===== config.mk =====
export PLATFORM = sky130hd
export DESIGN_NAME = lisp_token_lexer
export DESIGN_NICKNAME = d
export VERILOG_FILES = /design/src/design/ltl_pkg.sv /design/src/design/ltl_front.sv /design/src/design/ltl_back.sv /design/src/design/ltl_queue.sv /design/src/design/lisp_token_lexer.sv
export SDC_FILE = /design/constraint.sdc
export NUM_CORES = 2
export LEC_CHECK = 0
export BUFFER_PORTS_ARGS = -buffer_cell sky130_fd_sc_hd__buf_4
export CORE_ASPECT_RATIO = 0.5
export CORE_UTILIZATION = 60
export CTS_CLUSTER_DIAMETER = 60
export DETAILED_ROUTE_END_ITERATION = 8
export PLACE_DENSITY = 0.79
export SKIP_CTS_REPAIR_TIMING = 1
export SYNTH_ARGS = -nofsm -noshare
export SYNTH_HDL_FRONTEND = slang
export SYNTH_SLANG_ARGS = --single-unit
export TNS_END_PERCENT = 50

===== constraint.sdc =====
create_clock -name aclk -period 25 [get_ports aclk]
set_clock_uncertainty 0.05 [all_clocks]
set_input_delay 0 -clock aclk [delete_from_list [all_inputs] [get_ports aclk]]
set_output_delay 0 -clock aclk [all_outputs]
set_load 0.01 [all_outputs]

===== src/design/ltl_pkg.sv =====
// ----------------------------------------------------------------------------
// ltl_pkg
// shared types and constants of the lisp token lexer
// ----------------------------------------------------------------------------
package ltl_pkg;

    typedef enum logic [3:0] {
        MODE_IDLE     = 4'd0,
        MODE_DOLLAR   = 4'd1,
        MODE_PIPE     = 4'd2,
        MODE_LINECOM  = 4'd3,
        MODE_HASH     = 4'd4,
        MODE_STRSTART = 4'd5,
        MODE_STR      = 4'd6,
        MODE_IDENT    = 4'd7,
        MODE_COMEMPTY = 4'd8,
        MODE_COMHELD  = 4'd9
    } mode_t;

    localparam logic [3:0] KIND_NUMBER = 4'd7;
    localparam logic [3:0] KIND_IDENT  = 4'd8;
    localparam logic [3:0] KIND_STRING = 4'd9;
    localparam logic [3:0] KIND_DOLLAR = 4'd5;
    localparam logic [3:0] KIND_DOLAT  = 4'd10;
    localparam logic [3:0] KIND_TEXT   = 4'd13;
    localparam logic [3:0] KIND_ERROR  = 4'd14;
    localparam logic [3:0] KIND_END    = 4'd15;

    localparam logic [7:0] CH_NL    = 8'h0a;
    localparam logic [7:0] CH_TAB   = 8'h09;
    localparam logic [7:0] CH_CR    = 8'h0d;
    localparam logic [7:0] CH_SP    = 8'h20;
    localparam logic [7:0] CH_AT    = 8'h40;
    localparam logic [7:0] CH_PIPE  = 8'h7c;
    localparam logic [7:0] CH_E     = 8'h65;
    localparam logic [7:0] CH_SEMI  = 8'h3b;
    localparam logic [7:0] CH_HASH  = 8'h23;
    localparam logic [7:0] CH_BSL   = 8'h5c;
    localparam logic [7:0] CH_QUOTE = 8'h22;
    localparam logic [7:0] CH_DOL   = 8'h24;
    localparam logic [7:0] CH_LCURL = 8'h7b;
    localparam logic [7:0] CH_RCURL = 8'h7d;
    localparam logic [7:0] CH_PLUS  = 8'h2b;
    localparam logic [7:0] CH_MINUS = 8'h2d;
    localparam logic [7:0] CH_DOT   = 8'h2e;
    localparam logic [7:0] CH_LI    = 8'h69;
    localparam logic [7:0] CH_UI    = 8'h49;

    localparam int RES_MAX = 4;

    // one result item
    typedef struct packed {
        logic [3:0]  kind;
        logic [7:0]  text_byte;
        logic [15:0] line;
        logic [15:0] column;
        logic [7:0]  indent;
        logic [11:0] length;
        logic        last;
    } res_t;

    // classified input character
    typedef struct packed {
        logic [7:0] ch;
        logic       eot;
        logic       ws;
        logic       digit;
        logic       single;
        logic [3:0] single_kind;
        logic       ident;
    } cls_t;

endpackage


===== src/design/ltl_front.sv =====
// ----------------------------------------------------------------------------
// ltl_front
// input register stage: accepts characters and classifies them
// ----------------------------------------------------------------------------
module ltl_front import ltl_pkg::*; (
    input  logic       aclk,
    input  logic       aresetn,
    input  logic [7:0] s_ch,
    input  logic       s_end_of_text,
    input  logic       s_valid,
    output logic       s_ready,
    output cls_t       q_data,
    output logic       q_valid,
    input  logic       q_ready
);

    cls_t cls;
    cls_t data_reg;
    logic valid_reg;

    always_comb begin
        cls = '0;
        cls.ch    = s_ch;
        cls.eot   = s_end_of_text || (s_ch == 8'd0);
        cls.ws    = (s_ch == CH_SP) || (s_ch == CH_TAB) || (s_ch == CH_NL) || (s_ch == CH_CR);
        cls.digit = (s_ch >= 8'h30) && (s_ch <= 8'h39);
        cls.single = 1'b1;
        unique case (s_ch)
            8'h28:   cls.single_kind = 4'd0;
            8'h29:   cls.single_kind = 4'd1;
            8'h5b:   cls.single_kind = 4'd2;
            8'h5d:   cls.single_kind = 4'd3;
            8'h3a:   cls.single_kind = 4'd4;
            8'h27:   cls.single_kind = 4'd6;
            CH_LCURL: cls.single_kind = 4'd11;
            CH_RCURL: cls.single_kind = 4'd12;
            default: begin
                cls.single      = 1'b0;
                cls.single_kind = 4'd0;
            end
        endcase
        cls.ident = !cls.ws && !cls.single && (s_ch != CH_DOL);
    end

    assign s_ready = !valid_reg || q_ready;
    assign q_data  = data_reg;
    assign q_valid = valid_reg;

    always_ff @(posedge aclk) begin
        if (!aresetn) begin
            valid_reg <= 1'b0;
        end else if (s_ready) begin
            valid_reg <= s_valid;
        end
    end

    always_ff @(posedge aclk) begin
        if (s_ready && s_valid) begin
            data_reg <= cls;
        end
    end

endmodule


===== src/design/ltl_back.sv =====
// ----------------------------------------------------------------------------
// ltl_back
// lexer state machine: turns one classified character into up to four results
// ----------------------------------------------------------------------------
module ltl_back import ltl_pkg::*; #(
    parameter int MAX_TOKEN_BYTES = 4095,
    parameter int MAX_NEST_DEPTH  = 255
) (
    input  logic aclk,
    input  logic aresetn,
    input  cls_t in_data,
    input  logic in_fire,
    output res_t res [RES_MAX],
    output logic [2:0] res_count
);

    localparam int NW = $clog2(MAX_NEST_DEPTH + 1);
    localparam int LW = $clog2(MAX_TOKEN_BYTES + 1);
    localparam logic [LW-1:0] TMAX = LW'(MAX_TOKEN_BYTES);
    localparam logic [NW-1:0] NMAX = NW'(MAX_NEST_DEPTH);

    mode_t       mode_reg, mode_next;
    logic [15:0] line_reg, line_next, col_reg, col_next, sl_reg, sl_next, sc_reg, sc_next;
    logic [7:0]  tab_reg, tab_next, held_reg, held_next, flags_reg, flags_next;
    logic [LW-1:0] len_reg, len_next;
    logic [NW-1:0] nest_reg, nest_next;

    res_t   r [RES_MAX];
    logic [2:0] n;

    function automatic logic [15:0] sat_add(input logic [15:0] a, input logic [1:0] b);
        logic [16:0] s;
        s = {1'b0, a} + 17'(b);
        return s[16] ? 16'hffff : s[15:0];
    endfunction

    always_comb begin
        logic [7:0] c;
        logic [7:0] f;
        logic [7:0] h;
        logic       feed_ident;
        logic       push_pipe;
        logic       finish_id;
        logic       dispatch;
        logic       num;
        c = in_data.ch;
        mode_next = mode_reg;
        line_next = line_reg; col_next = col_reg; tab_next = tab_reg;
        held_next = held_reg; flags_next = flags_reg; len_next = len_reg;
        sl_next = sl_reg; sc_next = sc_reg; nest_next = nest_reg;
        n = 3'd0;
        for (int i = 0; i < RES_MAX; i++) r[i] = '0;
        feed_ident = 1'b0; push_pipe = 1'b0; finish_id = 1'b0; dispatch = 1'b0;
        f = 8'd0; h = held_reg; num = 1'b0;

        if (in_data.eot) begin
            unique case (mode_reg)
                MODE_DOLLAR: begin
                    r[n[1:0]] = '{KIND_DOLLAR, 8'd0, line_reg, col_reg, tab_reg, 12'd0, 1'b0};
                    n = n + 3'd1;
                    col_next = sat_add(col_reg, 2'd1);
                end
                MODE_PIPE: begin
                    r[n[1:0]] = '{KIND_TEXT, CH_PIPE, 16'd0, 16'd0, 8'd0, 12'd0, 1'b0};
                    n = n + 3'd1;
                    col_next = sat_add(col_reg, 2'd1);
                    r[n[1:0]] = '{KIND_IDENT, 8'd0, line_reg, col_next, tab_reg, 12'd1, 1'b0};
                    n = n + 3'd1;
                end
                MODE_IDENT: begin
                    f = flags_reg;
                    num = f[0] || (f[1] && len_reg > LW'(1) && !f[2] && !f[4]);
                    r[n[1:0]] = '{num ? KIND_NUMBER : KIND_IDENT, 8'd0, line_reg, col_reg,
                                  tab_reg, 12'(len_reg), 1'b0};
                    n = n + 3'd1;
                end
                MODE_LINECOM: begin
                    line_next = (line_reg != 16'hffff) ? line_reg + 16'd1 : line_reg;
                    col_next = 16'd0; tab_next = 8'd0;
                end
                MODE_COMHELD: begin
                    if (held_reg == CH_NL) begin
                        line_next = (line_reg != 16'hffff) ? line_reg + 16'd1 : line_reg;
                        col_next = 16'd1; tab_next = 8'd0;
                    end else begin
                        if (held_reg == CH_TAB && tab_reg != 8'hff) tab_next = tab_reg + 8'd1;
                        col_next = sat_add(col_reg, 2'd1);
                    end
                    r[n[1:0]] = '{KIND_ERROR, 8'd0, line_next, col_next, tab_next, 12'd0, 1'b0};
                    n = n + 3'd1;
                end
                MODE_COMEMPTY, MODE_STRSTART, MODE_STR: begin
                    r[n[1:0]] = '{KIND_ERROR, 8'd0, line_reg, col_reg, tab_reg, 12'd0, 1'b0};
                    n = n + 3'd1;
                end
                default: ;
            endcase
            r[n[1:0]] = '{KIND_END, 8'd0, line_next, col_next, tab_next, 12'd0, 1'b0};
            n = n + 3'd1;
            mode_next = MODE_IDLE;
            line_next = '0; col_next = '0; tab_next = '0; nest_next = '0;
            flags_next = '0; len_next = '0; sl_next = '0; sc_next = '0; held_next = '0;
        end else begin
            unique case (mode_reg)
                MODE_DOLLAR: begin
                    if (c == CH_AT) begin
                        r[n[1:0]] = '{KIND_DOLAT, 8'd0, line_reg, col_reg, tab_reg, 12'd0,
                                      1'b0};
                        n = n + 3'd1;
                        col_next = sat_add(col_reg, 2'd2);
                        mode_next = MODE_IDLE;
                    end else begin
                        r[n[1:0]] = '{KIND_DOLLAR, 8'd0, line_reg, col_reg, tab_reg, 12'd0,
                                      1'b0};
                        n = n + 3'd1;
                        col_next = sat_add(col_reg, 2'd1);
                        dispatch = 1'b1;
                    end
                end
                MODE_PIPE: begin
                    if (c == CH_LCURL) begin
                        col_next = sat_add(col_reg, 2'd2);
                        nest_next = NW'(1);
                        mode_next = MODE_COMEMPTY;
                    end else begin
                        push_pipe = 1'b1;
                    end
                end
                MODE_LINECOM: begin
                    if (c == CH_NL) begin
                        line_next = (line_reg != 16'hffff) ? line_reg + 16'd1 : line_reg;
                        col_next = 16'd0; tab_next = 8'd0;
                        mode_next = MODE_IDLE;
                    end
                end
                MODE_HASH: begin
                    if (in_data.ident) col_next = sat_add(col_reg, 2'd1);
                    else dispatch = 1'b1;
                end
                MODE_STRSTART: begin
                    col_next = sat_add(col_reg, 2'd1);
                    sl_next = line_reg; sc_next = col_next;
                    if (c == CH_QUOTE) begin
                        r[n[1:0]] = '{KIND_STRING, 8'd0, line_reg, col_next, tab_reg, 12'd0,
                                      1'b0};
                        n = n + 3'd1;
                        len_next = '0;
                        mode_next = MODE_IDLE;
                    end else begin
                        r[n[1:0]] = '{KIND_TEXT, c, 16'd0, 16'd0, 8'd0, 12'd0, 1'b0};
                        n = n + 3'd1;
                        len_next = LW'(1); held_next = c; mode_next = MODE_STR;
                    end
                end
                MODE_STR: begin
                    if (c == CH_NL) begin
                        line_next = (line_reg != 16'hffff) ? line_reg + 16'd1 : line_reg;
                        col_next = 16'd0; tab_next = 8'd0;
                    end else begin
                        col_next = sat_add(col_reg, 2'd1);
                    end
                    if (c == CH_QUOTE && held_reg != CH_BSL) begin
                        r[n[1:0]] = '{KIND_STRING, 8'd0, sl_reg, sc_reg, tab_next,
                                      12'(len_reg), 1'b0};
                        n = n + 3'd1;
                        len_next = '0; held_next = 8'd0; mode_next = MODE_IDLE;
                    end else begin
                        r[n[1:0]] = '{KIND_TEXT, c, 16'd0, 16'd0, 8'd0, 12'd0, 1'b0};
                        n = n + 3'd1;
                        if (len_reg < TMAX) len_next = len_reg + LW'(1);
                        held_next = c;
                    end
                end
                MODE_IDENT: begin
                    if (in_data.ident) feed_ident = 1'b1;
                    else begin
                        finish_id = 1'b1;
                        dispatch = 1'b1;
                    end
                end
                MODE_COMEMPTY: begin
                    held_next = c;
                    mode_next = MODE_COMHELD;
                end
                MODE_COMHELD: begin
                    if (h == CH_RCURL && c == CH_PIPE) begin
                        if (nest_reg != '0) nest_next = nest_reg - NW'(1);
                        col_next = sat_add(col_reg, 2'd1);
                    end else if (h == CH_PIPE && c == CH_LCURL) begin
                        if (nest_reg < NMAX) nest_next = nest_reg + NW'(1);
                        col_next = sat_add(col_reg, 2'd1);
                    end else if (h == CH_NL) begin
                        line_next = (line_reg != 16'hffff) ? line_reg + 16'd1 : line_reg;
                        col_next = 16'd1; tab_next = 8'd0;
                    end else begin
                        if (h == CH_TAB && tab_reg != 8'hff) tab_next = tab_reg + 8'd1;
                        col_next = sat_add(col_reg, 2'd1);
                    end
                    if (nest_next == '0) begin
                        held_next = 8'd0; mode_next = MODE_IDLE;
                    end else begin
                        held_next = c;
                    end
                end
                default: dispatch = 1'b1;
            endcase

            // a lone pipe becomes the first identifier byte
            if (push_pipe) begin
                r[n[1:0]] = '{KIND_TEXT, CH_PIPE, 16'd0, 16'd0, 8'd0, 12'd0, 1'b0};
                n = n + 3'd1;
                flags_next = 8'd0;
                len_next = LW'(1);
                col_next = sat_add(col_reg, 2'd1);
                mode_next = MODE_IDENT;
                if (in_data.ident) feed_ident = 1'b1;
                else begin
                    finish_id = 1'b1;
                    dispatch = 1'b1;
                end
            end

            if (finish_id) begin
                f = flags_next;
                num = f[0] || (f[1] && len_next > LW'(1) && !f[2] && !f[4]);
                r[n[1:0]] = '{num ? KIND_NUMBER : KIND_IDENT, 8'd0, line_next, col_next,
                              tab_next, 12'(len_next), 1'b0};
                n = n + 3'd1;
                len_next = '0; flags_next = 8'd0; mode_next = MODE_IDLE;
            end

            if (dispatch) begin
                mode_next = MODE_IDLE;
                if (in_data.ws) begin
                    if (c == CH_NL) begin
                        line_next = (line_next != 16'hffff) ? line_next + 16'd1 : line_next;
                        col_next = 16'd0; tab_next = 8'd0;
                    end else begin
                        if (c == CH_TAB && tab_next != 8'hff) tab_next = tab_next + 8'd1;
                        col_next = sat_add(col_next, 2'd1);
                    end
                end else if (in_data.single) begin
                    r[n[1:0]] = '{in_data.single_kind, 8'd0, line_next, col_next, tab_next,
                                  12'd0, 1'b0};
                    n = n + 3'd1;
                    col_next = sat_add(col_next, 2'd1);
                end else if (c == CH_DOL) mode_next = MODE_DOLLAR;
                else if (c == CH_PIPE) mode_next = MODE_PIPE;
                else if (c == CH_SEMI) mode_next = MODE_LINECOM;
                else if (c == CH_HASH) mode_next = MODE_HASH;
                else if (c == CH_QUOTE) mode_next = MODE_STRSTART;
                else begin
                    len_next = '0; flags_next = 8'd0;
                    feed_ident = 1'b1;
                    mode_next = MODE_IDENT;
                end
            end

            // incremental number rule for one identifier byte
            if (feed_ident) begin
                f = flags_next;
                if (len_next == '0) begin
                    if (in_data.digit) f = 8'h01;
                    else if (c == CH_PLUS || c == CH_MINUS) f = 8'h02;
                    else if (c == CH_DOT) f = 8'h42;
                    else f = 8'h00;
                end else if (f[1] && !f[2]) begin
                    if (f[5]) f[2] = 1'b1;
                    f[4] = 1'b0; f[5] = 1'b0;
                    if (c == CH_E) begin
                        if (len_next == LW'(1) || f[3]) f[2] = 1'b1;
                        else begin
                            f[3] = 1'b1; f[4] = 1'b1;
                        end
                    end else if (c == CH_DOT) begin
                        if (f[6]) f[2] = 1'b1;
                    end else if (c == CH_LI || c == CH_UI) begin
                        f[5] = 1'b1;
                    end else if (!in_data.digit) begin
                        f[2] = 1'b1;
                    end
                end
                flags_next = f;
                r[n[1:0]] = '{KIND_TEXT, c, 16'd0, 16'd0, 8'd0, 12'd0, 1'b0};
                n = n + 3'd1;
                if (len_next < TMAX) len_next = len_next + LW'(1);
                col_next = sat_add(col_next, 2'd1);
                mode_next = MODE_IDENT;
            end
        end
        if (n != 3'd0) r[2'(n - 3'd1)].last = 1'b1;
    end

    assign res = r;
    assign res_count = in_fire ? n : 3'd0;

    always_ff @(posedge aclk) begin
        if (!aresetn) begin
            mode_reg <= MODE_IDLE;
            line_reg <= '0; col_reg <= '0; tab_reg <= '0; nest_reg <= '0;
            flags_reg <= '0; len_reg <= '0; sl_reg <= '0; sc_reg <= '0; held_reg <= '0;
        end else if (in_fire) begin
            mode_reg <= mode_next;
            line_reg <= line_next; col_reg <= col_next; tab_reg <= tab_next;
            nest_reg <= nest_next; flags_reg <= flags_next; len_reg <= len_next;
            sl_reg <= sl_next; sc_reg <= sc_next; held_reg <= held_next;
        end
    end

    a_len_bound: assert property (@(posedge aclk) disable iff (!aresetn)
        len_reg <= TMAX) else $error("token length beyond limit");
    a_eot_reset: assert property (@(posedge aclk) disable iff (!aresetn)
        in_fire && in_data.eot |=> mode_reg == MODE_IDLE && line_reg == 16'd0)
        else $error("end of text did not clear state");
    a_res_nonzero: assert property (@(posedge aclk) disable iff (!aresetn)
        in_fire && in_data.eot |-> res_count != 3'd0) else $error("no end result");

endmodule


===== src/design/ltl_queue.sv =====
// ----------------------------------------------------------------------------
// ltl_queue
// result queue: takes up to four results a cycle; while rd_ready is high, sends one a cycle
// ----------------------------------------------------------------------------
module ltl_queue import ltl_pkg::*; (
    input  logic       aclk,
    input  logic       aresetn,
    input  res_t       wr_data [RES_MAX],
    input  logic [2:0] wr_count,
    output logic       room,
    output res_t       rd_data,
    output logic       rd_valid,
    input  logic       rd_ready
);

    localparam int DEPTH = 8;

    res_t       mem [DEPTH];
    logic [2:0] wp_reg, rp_reg;
    logic [3:0] cnt_reg, cnt_next;
    logic       pop;

    assign rd_valid = cnt_reg != 4'd0;
    assign rd_data  = mem[rp_reg];
    assign pop      = rd_valid && rd_ready;
    assign room     = cnt_reg <= 4'd4;
    assign cnt_next = cnt_reg + 4'(wr_count) - 4'(pop);

    always_ff @(posedge aclk) begin
        for (int i = 0; i < RES_MAX; i++) begin
            if (3'(i) < wr_count) mem[wp_reg + 3'(i)] <= wr_data[i];
        end
    end

    always_ff @(posedge aclk) begin
        if (!aresetn) begin
            wp_reg <= '0; rp_reg <= '0; cnt_reg <= '0;
        end else begin
            wp_reg  <= wp_reg + wr_count;
            rp_reg  <= rp_reg + 3'(pop);
            cnt_reg <= cnt_next;
        end
    end

    a_no_over: assert property (@(posedge aclk) disable iff (!aresetn)
        cnt_reg <= 4'(DEPTH)) else $error("result queue overflow");
    a_write_room: assert property (@(posedge aclk) disable iff (!aresetn)
        wr_count != 3'd0 |-> room) else $error("write without room");
    a_cnt_step: assert property (@(posedge aclk) disable iff (!aresetn)
        wr_count == 3'd0 && pop |=> cnt_reg == $past(cnt_reg) - 4'd1)
        else $error("count step wrong");

endmodule


===== src/design/lisp_token_lexer.sv =====
// ----------------------------------------------------------------------------
// lisp_token_lexer
// streaming lexer for a small lisp dialect, one source byte per beat
// ----------------------------------------------------------------------------
// s_ channel: one source byte (s_ch) or an end mark (s_end_of_text) per beat.
// m_ channel: result beats (tokens, text bytes, errors, end), m_last marks
// the final result caused by one input beat.
// a byte enters the input register, the lexer state machine handles it
// combinationally and writes its zero to four results into an eight-entry queue.
// a result passes the input register and the queue before it reaches the output.
// throughput: one byte per cycle while the result queue has room for four;
// the output drains one result per cycle while m_ready is high, so bytes making
// several results slow the input to the drain rate of the queue.
// reset clears all lexer state to idle at line and column zero and empties
// the queue. a stalled receiver fills the queue, then input ready drops.
// ----------------------------------------------------------------------------
module lisp_token_lexer import ltl_pkg::*; #(
    parameter int MAX_TOKEN_BYTES = 4095,
    parameter int MAX_NEST_DEPTH  = 255
) (
    input  logic        aclk,
    input  logic        aresetn,
    input  logic [7:0]  s_ch,
    input  logic        s_end_of_text,
    input  logic        s_valid,
    output logic        s_ready,
    output logic [3:0]  m_kind,
    output logic [7:0]  m_text_byte,
    output logic [15:0] m_line,
    output logic [15:0] m_column,
    output logic [7:0]  m_indent,
    output logic [11:0] m_length,
    output logic        m_last,
    output logic        m_valid,
    input  logic        m_ready
);

    cls_t       q_data;
    logic       q_valid, room, fire;
    res_t       res [RES_MAX];
    res_t       out;
    logic [2:0] res_count;

    assign fire = q_valid && room;

    ltl_front u_front (
        .aclk, .aresetn, .s_ch, .s_end_of_text, .s_valid, .s_ready,
        .q_data, .q_valid, .q_ready(room)
    );

    ltl_back #(.MAX_TOKEN_BYTES(MAX_TOKEN_BYTES), .MAX_NEST_DEPTH(MAX_NEST_DEPTH)) u_back (
        .aclk, .aresetn, .in_data(q_data), .in_fire(fire), .res, .res_count
    );

    ltl_queue u_queue (
        .aclk, .aresetn, .wr_data(res), .wr_count(res_count), .room,
        .rd_data(out), .rd_valid(m_valid), .rd_ready(m_ready)
    );

    assign m_kind      = out.kind;
    assign m_text_byte = out.text_byte;
    assign m_line      = out.line;
    assign m_column    = out.column;
    assign m_indent    = out.indent;
    assign m_length    = out.length;
    assign m_last      = out.last;

endmodule

==> flow_summary.html <==
<table>
<tr><th>Metric</th><th>Value</th></tr>
<tr><th colspan="2">Die</th></tr>
<tr><td>Placeable core area</td><td>between 70000 and 80000 um^2</td></tr>
<tr><td>Number of top-level pins</td><td>80</td></tr>
<tr><td>Overall die width</td><td>just under 400 um</td></tr>
<tr><td>Starting density of the core</td><td>61.3%</td></tr>
<tr><td>Number of placement rows</td><td>just under 70</td></tr>
<tr><td>Chip height</td><td>roughly 190 um</td></tr>
<tr><td>Total Die Area</td><td>74300 um^2</td></tr>
<tr><th colspan="2">Synth</th></tr>
<tr><td>Top cell type's share of synthesized area</td><td>between 30% and 40%</td></tr>
<tr><td>Portion of the post-synthesis area used by sequential elements</td><td>42.3%</td></tr>
<tr><td>Number of standard cells after synthesis</td><td>around 4500</td></tr>
<tr><td>Most used flip-flop cell after synthesis</td><td>sky130_fd_sc_hd__edfxtp_1</td></tr>
<tr><td>Cell type contributing the most total cell area after synthesis</td><td>sky130_fd_sc_hd__edfxtp_1</td></tr>
<tr><td>Share of flip-flops with an asynchronous set or reset after synthesis</td><td>0%</td></tr>
<tr><td>Cells taking the most area after synthesis</td><td>sky130_fd_sc_hd__edfxtp_1, sky130_fd_sc_hd__o221ai_1, sky130_fd_sc_hd__mux4_2, sky130_fd_sc_hd__nand2_1, sky130_fd_sc_hd__dfxtp_1</td></tr>
<tr><td>Total nets after synthesis</td><td>4565</td></tr>
<tr><td>Number of register bits inferred by synthesis</td><td>about 660</td></tr>
<tr><td>Syn. warnings</td><td>0</td></tr>
<tr><td>Cell Area, Synth</td><td>~44000 um^2</td></tr>
<tr><td>Unique masters post-synth</td><td>100</td></tr>
<tr><td>Number of flops mapped to enable cells by yosys</td><td>537</td></tr>
<tr><td>Average size of a mapped cell</td><td>9.75 um^2</td></tr>
<tr><th colspan="2">Clock tree</th></tr>
<tr><td>TritonCTS Sinks</td><td>659</td></tr>
<tr><td>H-Tree Level Count</td><td>2</td></tr>
<tr><td>Max Buffers Root-to-Sink</td><td>3</td></tr>
<tr><td>Clock transition time at the flip-flop clock pins of the worst setup and hold paths</td><td>roughly 0.07 ns</td></tr>
<tr><td>Clock tree from TritonCTS</td><td>built</td></tr>
<tr><td>Library cell used as clock root buffer</td><td>sky130_fd_sc_hd__clkbuf_16</td></tr>
<tr><td>Insertion delay of the later-clocked pin in the worst-skew pair</td><td>0.73 ns</td></tr>
<tr><td>TritonCTS Buffers</td><td>60</td></tr>
<tr><th colspan="2">Timing</th></tr>
<tr><td>Setup violation total in the final timing report</td><td>0</td></tr>
<tr><td>Max-slew violations</td><td>slightly below 70</td></tr>
<tr><td>Unrepaired setup endpoints after global routing</td><td>no</td></tr>
<tr><td>Final Hold Violating Endpoints</td><td>0</td></tr>
<tr><td>Actual slew at the worst max-slew pin</td><td>between 1.5 and 2 ns</td></tr>
<tr><td>Summed negative setup slack over all endpoints</td><td>0 ns</td></tr>
<tr><td>Maximum frequency from static timing analysis</td><td>105 MHz</td></tr>
<tr><td>Relative slew margins</td><td>-12.5%</td></tr>
<tr><td>Final cycle utilization of the critical path</td><td>around two fifths</td></tr>
<tr><td>Fin crit period</td><td>between 9 and 10 ns</td></tr>
<tr><td>Smallest hold slack</td><td>~0.044 ns</td></tr>
<tr><td>Worst path setup slack after routing</td><td>15.48 ns</td></tr>
<tr><th colspan="2">Setup path</th></tr>
<tr><td>Stage delay of the slowest cell on the critical path</td><td>~1 ns</td></tr>
<tr><td>CP Max Fanout</td><td>54</td></tr>
<tr><td>Most frequent cell on the critical path</td><td>sky130_fd_sc_hd__buf_4</td></tr>
<tr><td>Buffer and inverter count on the worst path</td><td>5</td></tr>
<tr><td>Critical-path top delay cell</td><td>sky130_fd_sc_hd__nor2_1</td></tr>
<tr><td>Type of destination of the critical path</td><td>flop</td></tr>
<tr><td>Cell type group with the largest total delay on the critical path</td><td>compound AO/OA/AOI/OAI gates</td></tr>
<tr><td>Critical path required time</td><td>roughly 25 ns</td></tr>
<tr><td>Critical Path AT</td><td>approximately 9.8 ns</td></tr>
<tr><td>Crit path kind</td><td>flop to flop</td></tr>
<tr><td>Critical path startpoint category</td><td>flop</td></tr>
<tr><td>Cell-by-cell trace of the critical path</td><td>or4b_4 &gt; inv_1 &gt; o21a_1 &gt; inv_2 &gt; a21oi_1 &gt; buf_4 &gt; mux2i_1 &gt; ha_1 &gt; o211a_1 &gt; a21o_1 &gt; ha_1 &gt; nor2_1 &gt; o31ai_2 &gt; buf_4 &gt; nand2_1 &gt; a21oi_1 &gt; o21ai_0 &gt; nor2_1 &gt; nor2_2 &gt; o21ai_4 &gt; buf_4</td></tr>
<tr><th colspan="2">Drt</th></tr>
<tr><td>Average wire per standard cell</td><td>around 36 um</td></tr>
<tr><td>Detailed-route vias per instance</td><td>approximately 8.2</td></tr>
<tr><td>Total number of vias</td><td>~44000</td></tr>
<tr><td>Remaining antenna violation count after routing</td><td>0</td></tr>
<tr><td>Drt initial violations</td><td>between 9000 and 10000</td></tr>
<tr><td>Count of unresolved DRC violations after routing</td><td>between 50 and 60</td></tr>
<tr><td>Detailed-router iteration count before antenna repair</td><td>9</td></tr>
<tr><td>Total length of routed wires</td><td>192000 um</td></tr>
<tr><th colspan="2">Finish</th></tr>
<tr><td>Synthesis-to-layout area growth</td><td>8.20%</td></tr>
<tr><td>Net count, final</td><td>between 4000 and 5000</td></tr>
<tr><td>Ratio of cells with drive above 1 in the final layout</td><td>roughly 14%</td></tr>
<tr><td>Multi-input logic area</td><td>between 20000 and 25000 um^2</td></tr>
<tr><td>Area taken by flip-flops and latches</td><td>18600 um^2</td></tr>
<tr><td>Reg with most FFs</td><td>u_queue.mem</td></tr>
<tr><td>Max FFs per register</td><td>520</td></tr>
<tr><td>Fill cell total of the finished layout</td><td>roughly 5500</td></tr>
<tr><th colspan="2">Pwr</th></tr>
<tr><td>Power share of the sequential group</td><td>between 40% and 50%</td></tr>
<tr><td>Clock network fraction of total power</td><td>between 30% and 40%</td></tr>
<tr><td>Power spent charging and discharging nets</td><td>between 0.001 and 0.0015 W</td></tr>
<tr><td>Total power</td><td>roughly 0.0032 W</td></tr>
<tr><td>Switching part of the total power</td><td>roughly a third</td></tr>
<tr><td>Static leakage power</td><td>approximately 15 nW</td></tr>
<tr><td>Pint</td><td>0.00213 W</td></tr>
<tr><td>Combinational share of power</td><td>28.8%</td></tr>
<tr><td>VDD IR-drop max</td><td>67.3 uV</td></tr>
<tr><td>Pwr per Cell Area</td><td>~67 nW/um^2</td></tr>
<tr><th colspan="2">Run status</th></tr>
<tr><td>Result of the run</td><td>finished with violations</td></tr>
<tr><td>Failing checks</td><td>DRC, capacitance limit, slew limit</td></tr>
<tr><th colspan="2">Placement</th></tr>
<tr><td>Post-place setup slack</td><td>15.86 ns</td></tr>
<tr><td>Half-perimeter wire length after placement</td><td>between 100000 and 150000 um</td></tr>
<tr><td>Global placer's final weighted congestion</td><td>1.08</td></tr>
<tr><td># port buffers</td><td>between 70 and 80</td></tr>
<tr><th colspan="2">Global routing</th></tr>
<tr><td>Number of global-route vias before repair</td><td>between 40000 and 50000</td></tr>
<tr><td>Largest net degree at the start of global routing</td><td>between 60 and 70</td></tr>
<tr><td>GRT Total Usage</td><td>~50%</td></tr>
<tr><td>Antenna violations before repair</td><td>5</td></tr>
<tr><td>Total gr overflow</td><td>0</td></tr>
<tr><td>First-pass GRT wire length</td><td>roughly 270000 um</td></tr>
<tr><th colspan="2">Hold path</th></tr>
<tr><td>Path type of the worst min-delay path</td><td>input port to flop</td></tr>
<tr><th colspan="2">Job</th></tr>
<tr><td>Count of maximum capacitance violations</td><td>8</td></tr>
</table>
logic make-up (layout without fill, tap and decap cells):
kind of cell,Yosys count,in the layout,synth area share [%]
buf+inv,487,408,4.33
xor+xnor,79,79,1.58
compound gates,1515,1515,25.6
other cells,0,2,0
fa+ha+maj,47,47,1.37
mux,214,214,8.78
simple gates,1504,1504,16.0
flops,659,659,42.3
cells in the mapped netlist, drive strengths merged, types with 16 or more instances:
library cell and number:
nand2 671, edfxtp 537, o221ai 422, clkbuf 358
nor2 304, o21ai 211, a21oi 202, a22oi 161
mux4 130, dfxtp 122, a221oi 106, nor2b 96
nand3 77, o22ai 74, buf 70, mux2 68
inv 59, nor3 57, xnor2 51, and2 47
nand4 46, ha 45, nor4 39, a31oi 37
a222oi 30, a21o 28, nand2b 28, xor2 28
and3 27, a211oi 24, o31ai 24, or2 24
a221o 22, or3 22, a22o 19, o211ai 19
a21boi 17, mux2i 16
per-layer routing:
metal	up-vias	global-route usage [%]	share of wire (%)
met1	21200	64.3	34
met3	928	32.5	22
met4	18	17.4	4.9
li1	17700	-	-
met5	-	5.17	0.37
met2	4576	65.7	38
power groups by stage:
| stage | logic [W] | registers, W | clock network [W] |
|---|---|---|---|
| 2_1_floorplan | 0.000572 | 0.00129 | 0 |
| 3_3_place_gp | 0.000859 | 0.00132 | 0 |
| 3_5_place_dp | 0.000871 | 0.00132 | 0 |
| 4_1_cts | 0.000876 | 0.00130 | 0.000957 |
| 5_1_grt | 0.000940 | 0.00131 | 0.000999 |
| 6_report | 0.000918 | 0.00130 | 0.000972 |
final timing paths:
kind                            cells past startpoint                start  slack, ns                  end
worst max-delay path                               21   u_back.mode_reg[1]      15.48    u_queue.mem[7][7]
worst min-delay path                                2              s_ch[7]       0.04   u_front.q_data[16]
worst max register to register                     21   u_back.mode_reg[1]      15.48    u_queue.mem[7][7]
worst min register to register                      1  u_back.flags_reg[2]       0.47  u_back.flags_reg[2]
stage by stage:
step	utilization [%]	instance area, um^2	cells
final	66.3	47500	5386
after global routing	66.3	47500	5384
after CTS	66.1	47300	5367
after detailed placement	63.3	45400	5255
after global placement	63.3	45400	5254
after floorplan	-	43900	4505
final cells by class:
| type | instances | share of cell area, % |
|---|---|---|
| sequential | 659 | 39.1 |
| timing repair buffer | 237 | 3.85 |
| clock inverter | 37 | 0.766 |
| tap | 958 | 2.52 |
| multi-input combinational | 3359 | 50.0 |
| inverter | 59 | 0.466 |
| clock buffer | 75 | 3.32 |
| antenna | 2 | 0.0105 |
placed cells by master, fill, tap and decap left out, drive strengths merged, types with 30 or more instances in the layout:
cell type	instances
a21oi	202
a221oi	106
a222oi	30
a22oi	161
a31oi	37
and2	47
buf	223
clkbuf	75
dfxtp	122
edfxtp	537
ha	45
inv	64
mux2	68
mux4	130
nand2	671
nand3	77
nand4	46
nor2	304
nor2b	96
nor3	57
nor4	39
o21ai	211
o221ai	422
o22ai	74
xnor2	51
Note: power is estimated with default switching activity, not from simulation.
